[config.mk]
export PLATFORM = sky130hd
export DESIGN_NAME = lrk_ctrl
export DESIGN_NICKNAME = d
export VERILOG_FILES = /design/src/rtl/lrk_pkg.sv /design/src/rtl/lrk_ctrl.sv
export SDC_FILE = /design/constraint.sdc
export NUM_CORES = 1
export LEC_CHECK = 0
export BUFFER_PORTS_ARGS = -buffer_cell sky130_fd_sc_hd__buf_2
export CORE_MARGIN = 5
export CORE_UTILIZATION = 40
export CTS_BUF_LIST = sky130_fd_sc_hd__clkbuf_8 sky130_fd_sc_hd__clkbuf_16
export DETAILED_ROUTE_END_ITERATION = 10
export HOLD_SLACK_MARGIN = 0.02
export PLACE_DENSITY = 0.64
export SLEW_MARGIN = 10
export SYNTH_ARGS = -nofsm -noshare
export SYNTH_HDL_FRONTEND = slang
export SYNTH_SLANG_ARGS = --single-unit
[constraint.sdc]
create_clock -name clk -period 1.7 [get_ports clk]
set_clock_uncertainty 0.05 [all_clocks]
set_input_delay 0.17 -clock clk [delete_from_list [all_inputs] [get_ports clk]]
set_output_delay 0.17 -clock clk [all_outputs]
set_load 0.02 [all_outputs]
[src/rtl/lrk_pkg.sv]
// Shared types, constants and helper functions for the Lorenz RK4 integrator.
// No dependencies; every other file imports this package.
`timescale 1ns / 1ps

package lrk_pkg;

  localparam int WORD_BITS = 32;
  localparam int FRAC_BITS = 16;
  localparam int ACC_BITS  = WORD_BITS + 4;               // exact k1+2k2+2k3+k4
  localparam int PROD_BITS = ACC_BITS + WORD_BITS + 1;    // product plus rounding
  localparam int QUO_BITS  = PROD_BITS - FRAC_BITS;
  localparam int STEP_BITS = WORD_BITS - 1;
  localparam int RCP_SHIFT = WORD_BITS + 3;

  localparam logic [WORD_BITS-1:0] WMAX = {1'b0, {(WORD_BITS-1){1'b1}}};
  localparam logic [WORD_BITS-1:0] WMIN = {1'b1, {(WORD_BITS-1){1'b0}}};

  localparam logic [WORD_BITS-1:0] SIGMA_RST = 32'sd655360;
  localparam logic [WORD_BITS-1:0] BETA_RST  = 32'sd174763;
  localparam logic [WORD_BITS-1:0] RHO_RST   = 32'sd1835008;
  localparam logic [STEP_BITS-1:0] STEP_RST  = 31'd655;

  localparam logic [PROD_BITS-1:0] ADD_HALF  = PROD_BITS'(1) << FRAC_BITS;
  localparam logic [PROD_BITS-1:0] ADD_FULL  = PROD_BITS'(1) << (FRAC_BITS - 1);
  localparam logic [PROD_BITS-1:0] ADD_SIXTH = PROD_BITS'(6) << (FRAC_BITS - 1);

  // ceil(2^RCP_SHIFT / 3): exact floor division by three below 2^(WORD_BITS+1)
  localparam logic [RCP_SHIFT-1:0] RCP3 =
    RCP_SHIFT'(((65'd1 << RCP_SHIFT) + 65'd2) / 65'd3);

  localparam logic [3:0] UOP_LAST   = 4'd14;
  localparam logic [1:0] PHASE_LAST = 2'd3;

  typedef enum logic [1:0] {
    CFG_SIGMA = 2'd0,
    CFG_BETA  = 2'd1,
    CFG_RHO   = 2'd2,
    CFG_STEP  = 2'd3
  } cfg_idx_t;

  typedef enum logic {
    KIND_LOAD = 1'b0,
    KIND_STEP = 1'b1
  } kind_t;

  typedef enum logic [4:0] {
    SRC_T0, SRC_T1, SRC_T2, SRC_S0, SRC_S1, SRC_S2,
    SRC_K0, SRC_K1, SRC_K2, SRC_A0, SRC_A1, SRC_A2,
    SRC_U, SRC_M, SRC_N, SRC_SIGMA, SRC_BETA, SRC_RHO, SRC_H
  } src_t;

  typedef enum logic [2:0] {
    UK_SUB, UK_ADD, UK_MUL, UK_ACC_SET, UK_ACC_ADD1, UK_ACC_ADD2
  } ukind_t;

  typedef enum logic [1:0] {
    RND_HALF, RND_FULL, RND_SIXTH
  } rnd_t;

  typedef struct packed {
    ukind_t kind;
    src_t   a;
    src_t   b;
    src_t   dst;
    rnd_t   rnd;
  } uop_t;

  typedef struct packed {
    logic load;
    logic begin_step;
    logic exec;
    logic time_adv;
    logic out_load;
    uop_t uop;
  } cmd_t;

  typedef struct packed {
    logic mul_done;
  } stat_t;

  // saturate a 33-bit sum to the word; top bit reports clipping
  function automatic logic [WORD_BITS:0] sat_word(input logic signed [WORD_BITS:0] v);
    logic [WORD_BITS:0] r;
    if (v[WORD_BITS] != v[WORD_BITS-1]) begin
      r = {1'b1, (v[WORD_BITS] ? WMIN : WMAX)};
    end else begin
      r = {1'b0, v[WORD_BITS-1:0]};
    end
    return r;
  endfunction

  // micro-step table: one derivative evaluation, weighted sum, then stage update
  function automatic uop_t uop_at(input logic [1:0] phase, input logic [3:0] idx);
    uop_t u;
    rnd_t srnd;
    logic fin;
    fin  = (phase == PHASE_LAST);
    srnd = fin ? RND_SIXTH : ((phase == 2'd2) ? RND_FULL : RND_HALF);
    u = '{kind: UK_SUB, a: SRC_T1, b: SRC_T0, dst: SRC_U, rnd: RND_FULL};
    case (idx)
      4'd0:  u = '{UK_SUB, SRC_T1, SRC_T0, SRC_U, RND_FULL};
      4'd1:  u = '{UK_MUL, SRC_SIGMA, SRC_U, SRC_K0, RND_FULL};
      4'd2:  u = '{UK_SUB, SRC_RHO, SRC_T2, SRC_U, RND_FULL};
      4'd3:  u = '{UK_MUL, SRC_T0, SRC_U, SRC_M, RND_FULL};
      4'd4:  u = '{UK_SUB, SRC_M, SRC_T1, SRC_K1, RND_FULL};
      4'd5:  u = '{UK_MUL, SRC_T0, SRC_T1, SRC_M, RND_FULL};
      4'd6:  u = '{UK_MUL, SRC_BETA, SRC_T2, SRC_N, RND_FULL};
      4'd7:  u = '{UK_SUB, SRC_M, SRC_N, SRC_K2, RND_FULL};
      4'd8: begin
        u.kind = (phase == 2'd0) ? UK_ACC_SET : (fin ? UK_ACC_ADD1 : UK_ACC_ADD2);
      end
      4'd9:  u = '{UK_MUL, (fin ? SRC_A0 : SRC_K0), SRC_H, SRC_M, srnd};
      4'd10: u = '{UK_ADD, SRC_S0, SRC_M, (fin ? SRC_S0 : SRC_T0), RND_FULL};
      4'd11: u = '{UK_MUL, (fin ? SRC_A1 : SRC_K1), SRC_H, SRC_M, srnd};
      4'd12: u = '{UK_ADD, SRC_S1, SRC_M, (fin ? SRC_S1 : SRC_T1), RND_FULL};
      4'd13: u = '{UK_MUL, (fin ? SRC_A2 : SRC_K2), SRC_H, SRC_M, srnd};
      4'd14: u = '{UK_ADD, SRC_S2, SRC_M, (fin ? SRC_S2 : SRC_T2), RND_FULL};
      default: u = '{UK_SUB, SRC_T1, SRC_T0, SRC_U, RND_FULL};
    endcase
    return u;
  endfunction

endpackage

[src/rtl/lrk_ctrl.sv]
// Controller: input and output handshakes and the micro-step sequencer that
// walks the RK4 table in lrk_pkg. Drives lrk_datapath through cmd_t.
`timescale 1ns / 1ps

module lrk_ctrl import lrk_pkg::*; (
  input  logic  clk,
  input  logic  rst_n,
  input  logic  in_valid,
  output logic  in_stall,
  input  logic  in_kind,
  output logic  out_valid,
  input  logic  out_stall,
  input  stat_t stat,
  output cmd_t  cmd
);

  typedef enum logic [3:0] {
    ST_IDLE   = 4'b0001,
    ST_ISSUE  = 4'b0010,
    ST_WAITM  = 4'b0100,
    ST_FINISH = 4'b1000
  } state_t;

  state_t     state_r, state_nxt;
  logic [1:0] phase_r, phase_nxt;
  logic [3:0] idx_r, idx_nxt;
  logic       out_valid_r, out_valid_nxt;
  logic       in_acc, advance;
  uop_t       uop;

  assign in_stall = (state_r != ST_IDLE);
  assign in_acc   = in_valid && !in_stall;
  assign uop      = uop_at(phase_r, idx_r);

  always_comb begin
    state_nxt     = state_r;
    phase_nxt     = phase_r;
    idx_nxt       = idx_r;
    out_valid_nxt = out_valid_r && out_stall;
    advance       = 1'b0;
    cmd           = '0;
    cmd.uop       = uop;
    unique case (state_r)
      ST_IDLE: begin
        if (in_acc) begin
          if (kind_t'(in_kind) == KIND_LOAD) begin
            cmd.load  = 1'b1;
            state_nxt = ST_FINISH;
          end else begin
            cmd.begin_step = 1'b1;
            phase_nxt      = '0;
            idx_nxt        = '0;
            state_nxt      = ST_ISSUE;
          end
        end
      end
      ST_ISSUE: begin
        cmd.exec = 1'b1;
        if (uop.kind == UK_MUL) begin
          state_nxt = ST_WAITM;
        end else begin
          advance = 1'b1;
        end
      end
      ST_WAITM: begin
        if (stat.mul_done) advance = 1'b1;
      end
      ST_FINISH: begin
        // hold until the output register is free or being emptied
        if (!out_valid_r || !out_stall) begin
          cmd.out_load  = 1'b1;
          out_valid_nxt = 1'b1;
          state_nxt     = ST_IDLE;
        end
      end
      default: state_nxt = ST_IDLE;
    endcase
    if (advance) begin
      if (idx_r == UOP_LAST) begin
        idx_nxt = '0;
        if (phase_r == PHASE_LAST) begin
          cmd.time_adv = 1'b1;
          state_nxt    = ST_FINISH;
        end else begin
          phase_nxt = phase_r + 1'b1;
          state_nxt = ST_ISSUE;
        end
      end else begin
        idx_nxt   = idx_r + 1'b1;
        state_nxt = ST_ISSUE;
      end
    end
  end

  always_ff @(posedge clk) begin
    if (!rst_n) begin
      state_r     <= ST_IDLE;
      phase_r     <= '0;
      idx_r       <= '0;
      out_valid_r <= 1'b0;
    end else begin
      state_r     <= state_nxt;
      phase_r     <= phase_nxt;
      idx_r       <= idx_nxt;
      out_valid_r <= out_valid_nxt;
    end
  end

  assign out_valid = out_valid_r;

`ifndef SYNTHESIS
  a_done_in_wait: assert property (@(posedge clk) disable iff (!rst_n)
    stat.mul_done |-> state_r == ST_WAITM)
    else $error("multiplier finished outside a wait");

  a_idx_range: assert property (@(posedge clk) disable iff (!rst_n)
    idx_r <= UOP_LAST)
    else $error("micro-step index past end of table");

  a_accept_busy: assert property (@(posedge clk) disable iff (!rst_n)
    in_acc |=> state_r != ST_IDLE)
    else $error("accepted transaction left controller idle");
`endif

endmodule

# Word level (Yosys, flattened, before mapping)
# Cells that the tools add are included.
# totals
regBits,11
input_bits,6
output_inout_bits,27
wordCells,92
# op_classes
n_addsub,2
n_eq_ne,26
mux,46
reduce_logical,14
# ops
op,count
one-hot mux 17 bit (13 select lines),1
two-way mux 4 bit,14
"equality test 4 bit, second input constant",8
two-way mux 2 bit,11
"equality test 4 x 3 -> 1 bit, second input constant",5
one-hot mux 4 bit (4 select lines),1
two-way mux 1 bit,14
"equality test 4 x 2 -> 1 bit, second input constant",3
two-way mux 3 bit,3
"!= test 3 bit, second input constant",3
one-hot mux 3 bit (3 select lines),1
"equality test 4 x 1 -> 1 bit, second input constant",2
OR reduction 7 bit,1
nonzero test 2 bit,3
"adder 4 x 1 -> 4 bit, second input constant",1
"equality test 2 bit, second input constant",2
"!= test 4 x 1 -> 1 bit, second input constant",1
AND reduction 4 bit,1
"equality test 3 x 2 -> 1 bit, second input constant",1
logical NOT 1 bit,3
AND reduction 3 bit,1
OR reduction 3 bit,1
"adder 2 x 1 -> 2 bit, second input constant",1
logical AND 1 bit,2
other kinds (4),4

# Longest topological paths before layout
# Gate-level depths: netlist of the first run.
# logic_depth
ltp_word,9
depth_mapped,7
ltp_nobuf,7

# Worst setup path after synthesis of the first run
# OpenSTA, ideal clock, no wires.
# synth_timing
kind,reg-to-output
startpoint,register idx_r[1]
endpoint,output port cmd[10] (netlist bit)
arrival_time_ps,1640
t_required_ps,1480
slack_ps,-160
stages_incl_launch_ff,6
path_buffers,3
cell_sequence,dfxtp_1 -> clkbuf_1 -> clkbuf_1 -> nor2_1 -> o22ai_1 -> buf_4
# synth_lines
item,line,text
start: declaration,lrk_ctrl.sv:26,"logic [3:0] idx_r, idx_nxt;"
start signal: assignment,lrk_ctrl.sv:104,idx_r <= idx_nxt;
end: declaration,lrk_ctrl.sv:14,output cmd_t cmd

==> results of run 1 <==
area by class of cell:
class	count	area (um2)	share of cell area
clock buffers	3	41.3	0.0222
clock inverters	1	3.75	0.00202
inverters	9	48.8	0.0262
multi-input cells	120	878	0.472
flip-flops and latches	11	255	0.137
well taps	30	37.5	0.0202
repair buffers	76	597	0.321
placed cells by master (no fill, tap or decap), types with 3 or more instances in the layout:
cell type,netlist,final
sky130_fd_sc_hd__nand2b_1,4,4
sky130_fd_sc_hd__buf_2,1,22
sky130_fd_sc_hd__nor2b_4,0,3
sky130_fd_sc_hd__o211ai_1,3,3
sky130_fd_sc_hd__o21ai_1,2,8
sky130_fd_sc_hd__buf_6,1,5
sky130_fd_sc_hd__nor2_1,19,13
sky130_fd_sc_hd__nor2_2,0,3
sky130_fd_sc_hd__buf_4,2,44
sky130_fd_sc_hd__o21ai_0,15,8
sky130_fd_sc_hd__nand2_1,17,17
sky130_fd_sc_hd__nor2_4,0,3
sky130_fd_sc_hd__a21oi_2,0,5
sky130_fd_sc_hd__a21oi_1,14,9
sky130_fd_sc_hd__dfxtp_4,0,9
sky130_fd_sc_hd__inv_1,7,4
sky130_fd_sc_hd__inv_4,1,3
sky130_fd_sc_hd__clkbuf_8,0,3
sky130_fd_sc_hd__nand3_1,6,5
metrics by stage:
step	TNS [ns]	util	setup slack (ns)
floorplan	-0.00508	-	-0.00508
global placement	0	0.542	0.0225
detailed placement	-0.0267	0.542	-0.0267
CTS	-0.234	0.610	-0.0885
global route	-1.39	0.752	-0.200
finish	-0.503	0.752	-0.168
sequential cells by signal, summed over array words and instances, names as in the netlist:
signal     cells
idx_r          4
out_valid      1
phase_r        2
state_r        4
kinds of logic after synthesis:
group / Yosys count / synth area share
xor gates and xnor gates: 2 / 0.0169
AOI/OAI and AO/OA: 52 / 0.321
and+or+nand+nor: 60 / 0.297
buffers and inverters: 21 / 0.0939
other: 1 / 0.00361
muxes: 2 / 0.0193
adders and majority gates: 3 / 0.0361
DFF: 11 / 0.212
final timing paths:
path                                             from                      end  slack (ns)  cells past startpoint
worst max-delay path            phase_r[0]$_SDFF_PN0_                  cmd[21]       -0.17                      7
worst min-delay path                            rst_n  state_r[0]$_SDFFE_PN1P_        0.17                      2
worst max register to register  phase_r[0]$_SDFF_PN0_    idx_r[0]$_SDFFE_PN0P_       -0.10                      8
worst min register to register  phase_r[0]$_SDFF_PN0_    phase_r[0]$_SDFF_PN0_        0.47                      2
layer usage:
layer | vias to the layer above | share of wire | wire length, um | track usage
li1 | 668 | - | - | -
met1 | 689 | 0.40 | 1760 | 0.240
met2 | 81 | 0.51 | 2260 | 0.307
met3 | 14 | 0.074 | 326 | 0.0426
met4 | 0 | 0.018 | 81 | 0.0526
met5 | - | 0 | 0 | 0
report_power, final:
part | leakage [nW] | switching [W] | internal, W
clock | 0.0269 | 0.000118 | 0.000160
sequential | 0.0960 | 0.0000111 | 0.000252
combinational | 0.713 | 0.0000652 | 0.0000567
what timing repair did:
item,4_1_cts,5_1_grt
setup endpoints to repair,15,21
pin swaps,4,19
gates cloned,0,3
resized for setup,25,62
buffers inserted,8,13
critical path, delay by kind of cell (launching register included):
kind / cells / cell delay (ns)
simple gates: 2 / 0.40
flops: 1 / 0.36
compound gates: 2 / 0.30
buf+inv: 2 / 0.19
fa+ha+maj: 1 / 0.13
==> reports/summary.md, run 1 <==
The setup path with the least slack is of type reg -> out. For this design the static power due to leakage is 0.836 nW. Final cycle utilization of the critical path: 1.10. The final-layout fill cell count is 154. The tools report the master cell of the clock root buffer as sky130_fd_sc_hd__clkbuf_8.

TritonCTS built the clock tree. The worst setup path is launched from a flip-flop. Walking the worst path, the cells encountered are inv_4 -> ha_4 -> and4b_1 -> o21ai_2 -> a21o_4 -> and3_4 -> buf_6. For the number of sinks on the clock net, the log shows 11. The count of cells in the finished layout, fillers not included, comes to 250. sky130_fd_sc_hd__dfxtp_1 takes more of the synthesized area than any other cell. Measured along the y axis, the die boundary spans 61.0 um. The clock slew at the register clock pins of the worst setup and hold paths is 0.06 ns. In the synthesized netlist, the cells that appear most often are sky130_fd_sc_hd__nor2_1 (19), sky130_fd_sc_hd__nand2_1 (17), sky130_fd_sc_hd__o21ai_0 (15), sky130_fd_sc_hd__a21oi_1 (14), sky130_fd_sc_hd__dfxtp_1 (11). Setup violations remaining at the end of the flow were counted as 11.

For this run, the post-layout net count is 230. For the worst setup slack after layout, the log shows -0.168 ns. The maximum fanout encountered on the critical timing path was 3.

The run gives 18 as the count of standard-cell rows. The first global-routing pass estimated 5.23 mm of wire. Yosys printed 0 warnings.

Share of synthesized area occupied by flip-flops and latches: 0.212. The overall global routing resource usage was 0.185. STA classifies the critical path endpoint as an output port. In this run, CTS created clock tree buffers numbering 3. The instance area at placement is 1340 um2, and the total half-perimeter wirelength after legalization and detailed placement is 2.35 mm. A synthesized cell averages 6.84 um2.

Summing all non-filler instances in the final layout gives an area of 1860 um2. Entering global routing, the biggest net connects 16 pins. In this run, distinct cell masters in the synthesized netlist total 45. Routability-driven placement finished with a final weighted congestion of 0.879.

The proportion of layout cells with a drive suffix above 1 was 0.564; the initial core utilization was 0.420. Clock latency on the worst-skew pair, taken at its later pin, is 0.25 ns. Most used standard cell by instance count after synthesis: sky130_fd_sc_hd__nor2_1. Static timing analysis puts the maximum clock frequency at 0.535 GHz.

The die area came out at 3720 um2. For the count of routing violations after the opening detailed-route iteration, the log shows 152. The run finished, with violations left. Critical path's largest stage delay: 0.36 ns. In this run the remaining antenna-violating nets after routing total 0. From synthesis to final layout, the design area changed by 79.1%. The run gives 0 as the post-route DRC violation count. The run gives 152 as the number of standard cells after synthesis.

The number of enable-type register cells in the synthesized netlist was 0; the post-synthesis instance area was 1040 um2. After detailed routing, the average wire length per cell comes to 17.7 um. The logs give 4.43 mm for the total length of routed wires and 1.48 ns for the required time at the endpoint of the critical path.

The core region is 2480 um2. The number of hold violations in the final report is 0, and the number of vias after detailed routing is 1,452. For the largest voltage drop on the vdd net, the log shows 435 uV. Power spread over the standard cell area amounts to 356 nW/um2. The initial antenna violation count was 0; the clock tree buffer depth was 2. Counting every net in the synthesized netlist gives 161. The total of buffers placed on input and output ports is 31.

For the finished layout, the period the worst path requires is 1.87 ns. In this run the count of I/O pins placed on the die edge is 33. The async set-or-reset flop fraction in the synthesized netlist came out at 0. For this run the aggregate overflow at the end of global routing stands at 0.

The tightest hold margin was 0.174 ns. The maximum level of the CTS H-tree was 1. In the synthesized netlist the dominant register cell turns out to be sky130_fd_sc_hd__dfxtp_1.

The per-cell via count in the routed design was 5.81; the number of placed instances, taps included was 222. The total power draw is 0.000663 W. Setup repair after global routing could not meet its margin everywhere. The via count of the first global-routing pass is 1,226. The pre-antenna-repair detailed-routing pass consisted of 5 iterations.

The horizontal die dimension was 61.0 um. Sorting the synthesized cells by area gives the leading types as sky130_fd_sc_hd__dfxtp_1 (21%), sky130_fd_sc_hd__o21ai_0 (7.2%), sky130_fd_sc_hd__nor2_1 (6.9%). Synthesis inferred 11 register bits. The count of pins over their slew limit was 0. The final reports fail on negative setup slack. The count of antenna diodes in the layout is 0, and the data arrival time of the critical path is 1.65 ns. The tool flagged a number of max-cap violations equal to 0. The share of the synthesized area in the top cell type is 0.212.

The tools report the hold buffer count at CTS as 0. The slowest stage of the critical path is the sky130_fd_sc_hd__dfxtp_4 cell. The worst min-delay path class is in -> reg.
(Power assumes the default switching activity.)
==> inputs of run 2 (changes only) <==
--- a/config.mk
+++ b/config.mk
@@ -5,13 +5,14 @@
 export SDC_FILE = /design/constraint.sdc
 export NUM_CORES = 1
 export LEC_CHECK = 0
+export ABC_AREA = 1
 export BUFFER_PORTS_ARGS = -buffer_cell sky130_fd_sc_hd__buf_2
 export CORE_MARGIN = 5
 export CORE_UTILIZATION = 40
 export CTS_BUF_LIST = sky130_fd_sc_hd__clkbuf_8 sky130_fd_sc_hd__clkbuf_16
 export DETAILED_ROUTE_END_ITERATION = 10
 export HOLD_SLACK_MARGIN = 0.02
-export PLACE_DENSITY = 0.64
+export PLACE_DENSITY = 0.63
 export SLEW_MARGIN = 10
 export SYNTH_ARGS = -nofsm -noshare
 export SYNTH_HDL_FRONTEND = slang
==> reports/summary.md, run 2 <==
The run finished, with violations left. The checks that failed: negative setup slack. The number of hold violations in the final report came out at 0. The tools report the initial core utilization as 0.409. Layout overhead on the synthesized area: 85.9%. The tools report the worst setup path startpoint as idx_r[1]$_SDFFE_PN0P_. Sort of element at the end of the critical path: an output port. The synthesized design contains 11 register bits. The proportion of layout cells with a drive suffix above 1 works out to 0.584.

The run gives 0.199 as the share of synthesized area occupied by flip-flops and latches. In the layout the commonest cells are sky130_fd_sc_hd__buf_4 (52), sky130_fd_sc_hd__nand2_1 (38), sky130_fd_sc_hd__inv_1 (20), sky130_fd_sc_hd__buf_2 (17), sky130_fd_sc_hd__nand2_2 (14). The tools report the post-layout net count as 284. Setup repair after global routing could not meet its margin everywhere.

Leaving out fill and tap cells, the most frequent cell in the layout is sky130_fd_sc_hd__buf_4. Entering global routing, the biggest net connects 10 pins. The number of enable-type register cells in the synthesized netlist was 0; the count of pins over their slew limit was 0. The detailed router finished its first iteration with 136 violations. The minimum clock period after layout works out to 1.87 ns.

The average instance in the mapped netlist occupies 5.80 um2. Most used flip-flop cell after synthesis: sky130_fd_sc_hd__dfxtp_1. Post-route DRC violation count: 0.

The total length of routed wires is 4.65 mm. Setup violations remaining at the end of the flow were counted as 18. The largest registers in the layout are idx_r (4), state_r (4), phase_r (2). The number of nets produced by synthesis was 200; the per-cell via count in the routed design was 5.31. 0 antenna diodes ended up in the layout. The run gives 1 as the maximum level of the CTS H-tree.

No sink is reached through more buffers than the 2 on the longest clock path. For the worst setup path, the data arrival time is 1.65 ns. The root buffer cell chosen for the clock tree is sky130_fd_sc_hd__clkbuf_8.

Count of cell types in the netlist: 32. In this run the vertical extent of the chip is 62.6 um. After synthesis, the most frequently instantiated cells are sky130_fd_sc_hd__nand2_1 (51), sky130_fd_sc_hd__nor2_1 (24), sky130_fd_sc_hd__inv_1 (23), sky130_fd_sc_hd__a21oi_1 (12), sky130_fd_sc_hd__dfxtp_1 (11). The number of top-level pins is 33. TritonCTS built the clock tree.

The detailed router placed 1,620 vias in this run. For this run, the top clock speed supported by timing is 0.535 GHz. VDD sags by at most 740 uV. The run gives 3 as the number of buffers inserted during clock tree synthesis. For the worst setup path, the data required time is 1.48 ns.

The first-pass iteration count of the detailed router is 4, and the via count of the first global-routing pass is 1,565. After clock tree synthesis, the flow added hold-fix buffers numbering 0. The logs give 2710 um2 for the core box area and -0.168 ns for the worst setup slack after layout. Buffers placed on the I/O ports in this run total 31.

The worst register-to-register path begins at idx_r[3]$_SDFFE_PN0P_. The tools report the overall global routing resource usage as 0.228. The min-delay analysis places its worst path in the category in -> reg. Number of synthesis warnings: 0.

Leading area contributor after synthesis: sky130_fd_sc_hd__dfxtp_1. The total negative setup slack is -0.807 ns. For this design the ratio of total power to cell area is 369 nW/um2. Internal reg-to-reg setup slack: -0.03 ns. Yosys attributes the largest share of cell area to sky130_fd_sc_hd__dfxtp_1 (20%), sky130_fd_sc_hd__nand2_1 (17%), sky130_fd_sc_hd__nor2_1 (8.1%).

The share of the synthesized area in the top cell type is 0.199. The category of the critical setup timing path is reg -> out. By instance count, the leading cell after synthesis is sky130_fd_sc_hd__nand2_1.

The mapped netlist covers 1110 um2. The async set-or-reset flop fraction in the synthesized netlist was 0; the die area was 3920 um2. The detail-routed net length per standard cell is 15.3 um, and the initial antenna violation count is 0. The number of nets with antenna violations after routing is 0. The sort of element at the start of the critical path was a flip-flop.

The tools report the worst min-delay path startpoint as rst_n. The tools report the number of standard cells after synthesis as 191. The first global-routing pass estimated 7.22 mm of wire. Summed over all nets, the half-perimeter wirelength after detailed placement is 2.82 mm.

Total power for the finished layout comes to 0.000761 W. The horizontal die dimension is 62.6 um. The number of sinks on the clock net is 11. Across the run, the number of max-cap violations was 0. The maximum fanout encountered on the critical timing path works out to 6. The final cycle utilization of the critical path came out at 1.10. The leakage power summed over all cells was 1.07 nW; the count of standard-cell rows was 19. The congestion estimate from routability-driven global placement came to 1.00. The clock slew at the register clock pins of the worst setup and hold paths is 0.05 ns. For this run the aggregate overflow at the end of global routing stands at 0. The clock reaches the later pin of the worst-skew pair after 0.25 ns.
==> run 2: changes by cell type after synthesis, sizes merged, moves of 5 or more <==
cell,before,now
o21ai,17,8
clkbuf,7,1
nor2b,5,0
nand3,6,11
nor2,19,30
nand2,17,59
inv,8,30
nand4,0,8
==> run 2: layout make-up <==
class / instances / area (um2)
multi-input cells: 145 / 973
repair buffers: 83 / 642
clock buffers: 3 / 41.3
inverters: 31 / 129
clock inverters: 1 / 3.75
well taps: 31 / 38.8
flip-flops and latches: 11 / 233
fillers: 203 / 649
==> run 2: routing by layer <==
metal  vias up  wire length (um)  global-route usage
li1        778                 -                   -
met1       756              1950               0.276
met2        74              2250               0.386
met3        12               332              0.0468
met4         0               113               0.101
met5         -                 0                   0
==> run 2: cells by family (layout without fill, tap and decap cells) <==
logic type               count (synthesis)  count (layout)  synth area share
flip-flops                              11              11             0.199
buffers and inverters                   35             118             0.129
AO/OA/AOI/OAI                           27              27             0.142
other                                    1               1           0.00338
AND/OR/NAND/NOR                        114             114             0.493
adder cells (fa/ha/maj)                  3               3            0.0339
==> run 2: final timing paths <==
path	endpoint	depth (start not counted)
setup / recovery	cmd[12]	7
hold / removal	state_r[3]$_SDFFE_PN0P_	3
setup reg to reg	idx_r[2]$_SDFFE_PN0P_	12
hold reg to reg	out_valid$_SDFF_PN0_	2
==> run 2: critical path, stage by stage (launching register included) <==
cell and delay [ns]:
sky130_fd_sc_hd__dfxtp_4 0.38, sky130_fd_sc_hd__buf_4 0.14, sky130_fd_sc_hd__nand2_1 0.19, sky130_fd_sc_hd__nor2_1 0.09, sky130_fd_sc_hd__inv_2 0.11, sky130_fd_sc_hd__and3_4 0.19, sky130_fd_sc_hd__nand4_1 0.10, sky130_fd_sc_hd__buf_4 0.19
==> run 2: through the flow <==
stage / utilization / hold slack (ns) / instances / cell area, um2 / setup slack (ns)
CTS: 0.694 / 0.134 / 301 / 1880 / -0.0686
global route: 0.760 / 0.137 / 305 / 2060 / -0.238
floorplan: - / 0.218 / 191 / 1110 / 0.124
detailed placement: 0.572 / 0.389 / 284 / 1550 / -0.0826
finish: 0.760 / 0.129 / 305 / 2060 / -0.168
global placement: 0.572 / 0.385 / 284 / 1550 / -0.0712
==> run 2: power by group <==
group          internal [W]  leakage (nW)  total [W]  switching, W
combinational     0.0000907         0.954   0.000219      0.000128
clock              0.000160        0.0269   0.000275      0.000115
sequential         0.000262        0.0921   0.000268    0.00000567
total              0.000513          1.07   0.000761      0.000248
==> run 2: what timing repair did <==
item	4_1_cts	5_1_grt
buffers inserted	13	6
resized for setup	62	42
pin swaps	12	6
endpoints found under the hold margin	0	0
setup endpoints to repair	23	25
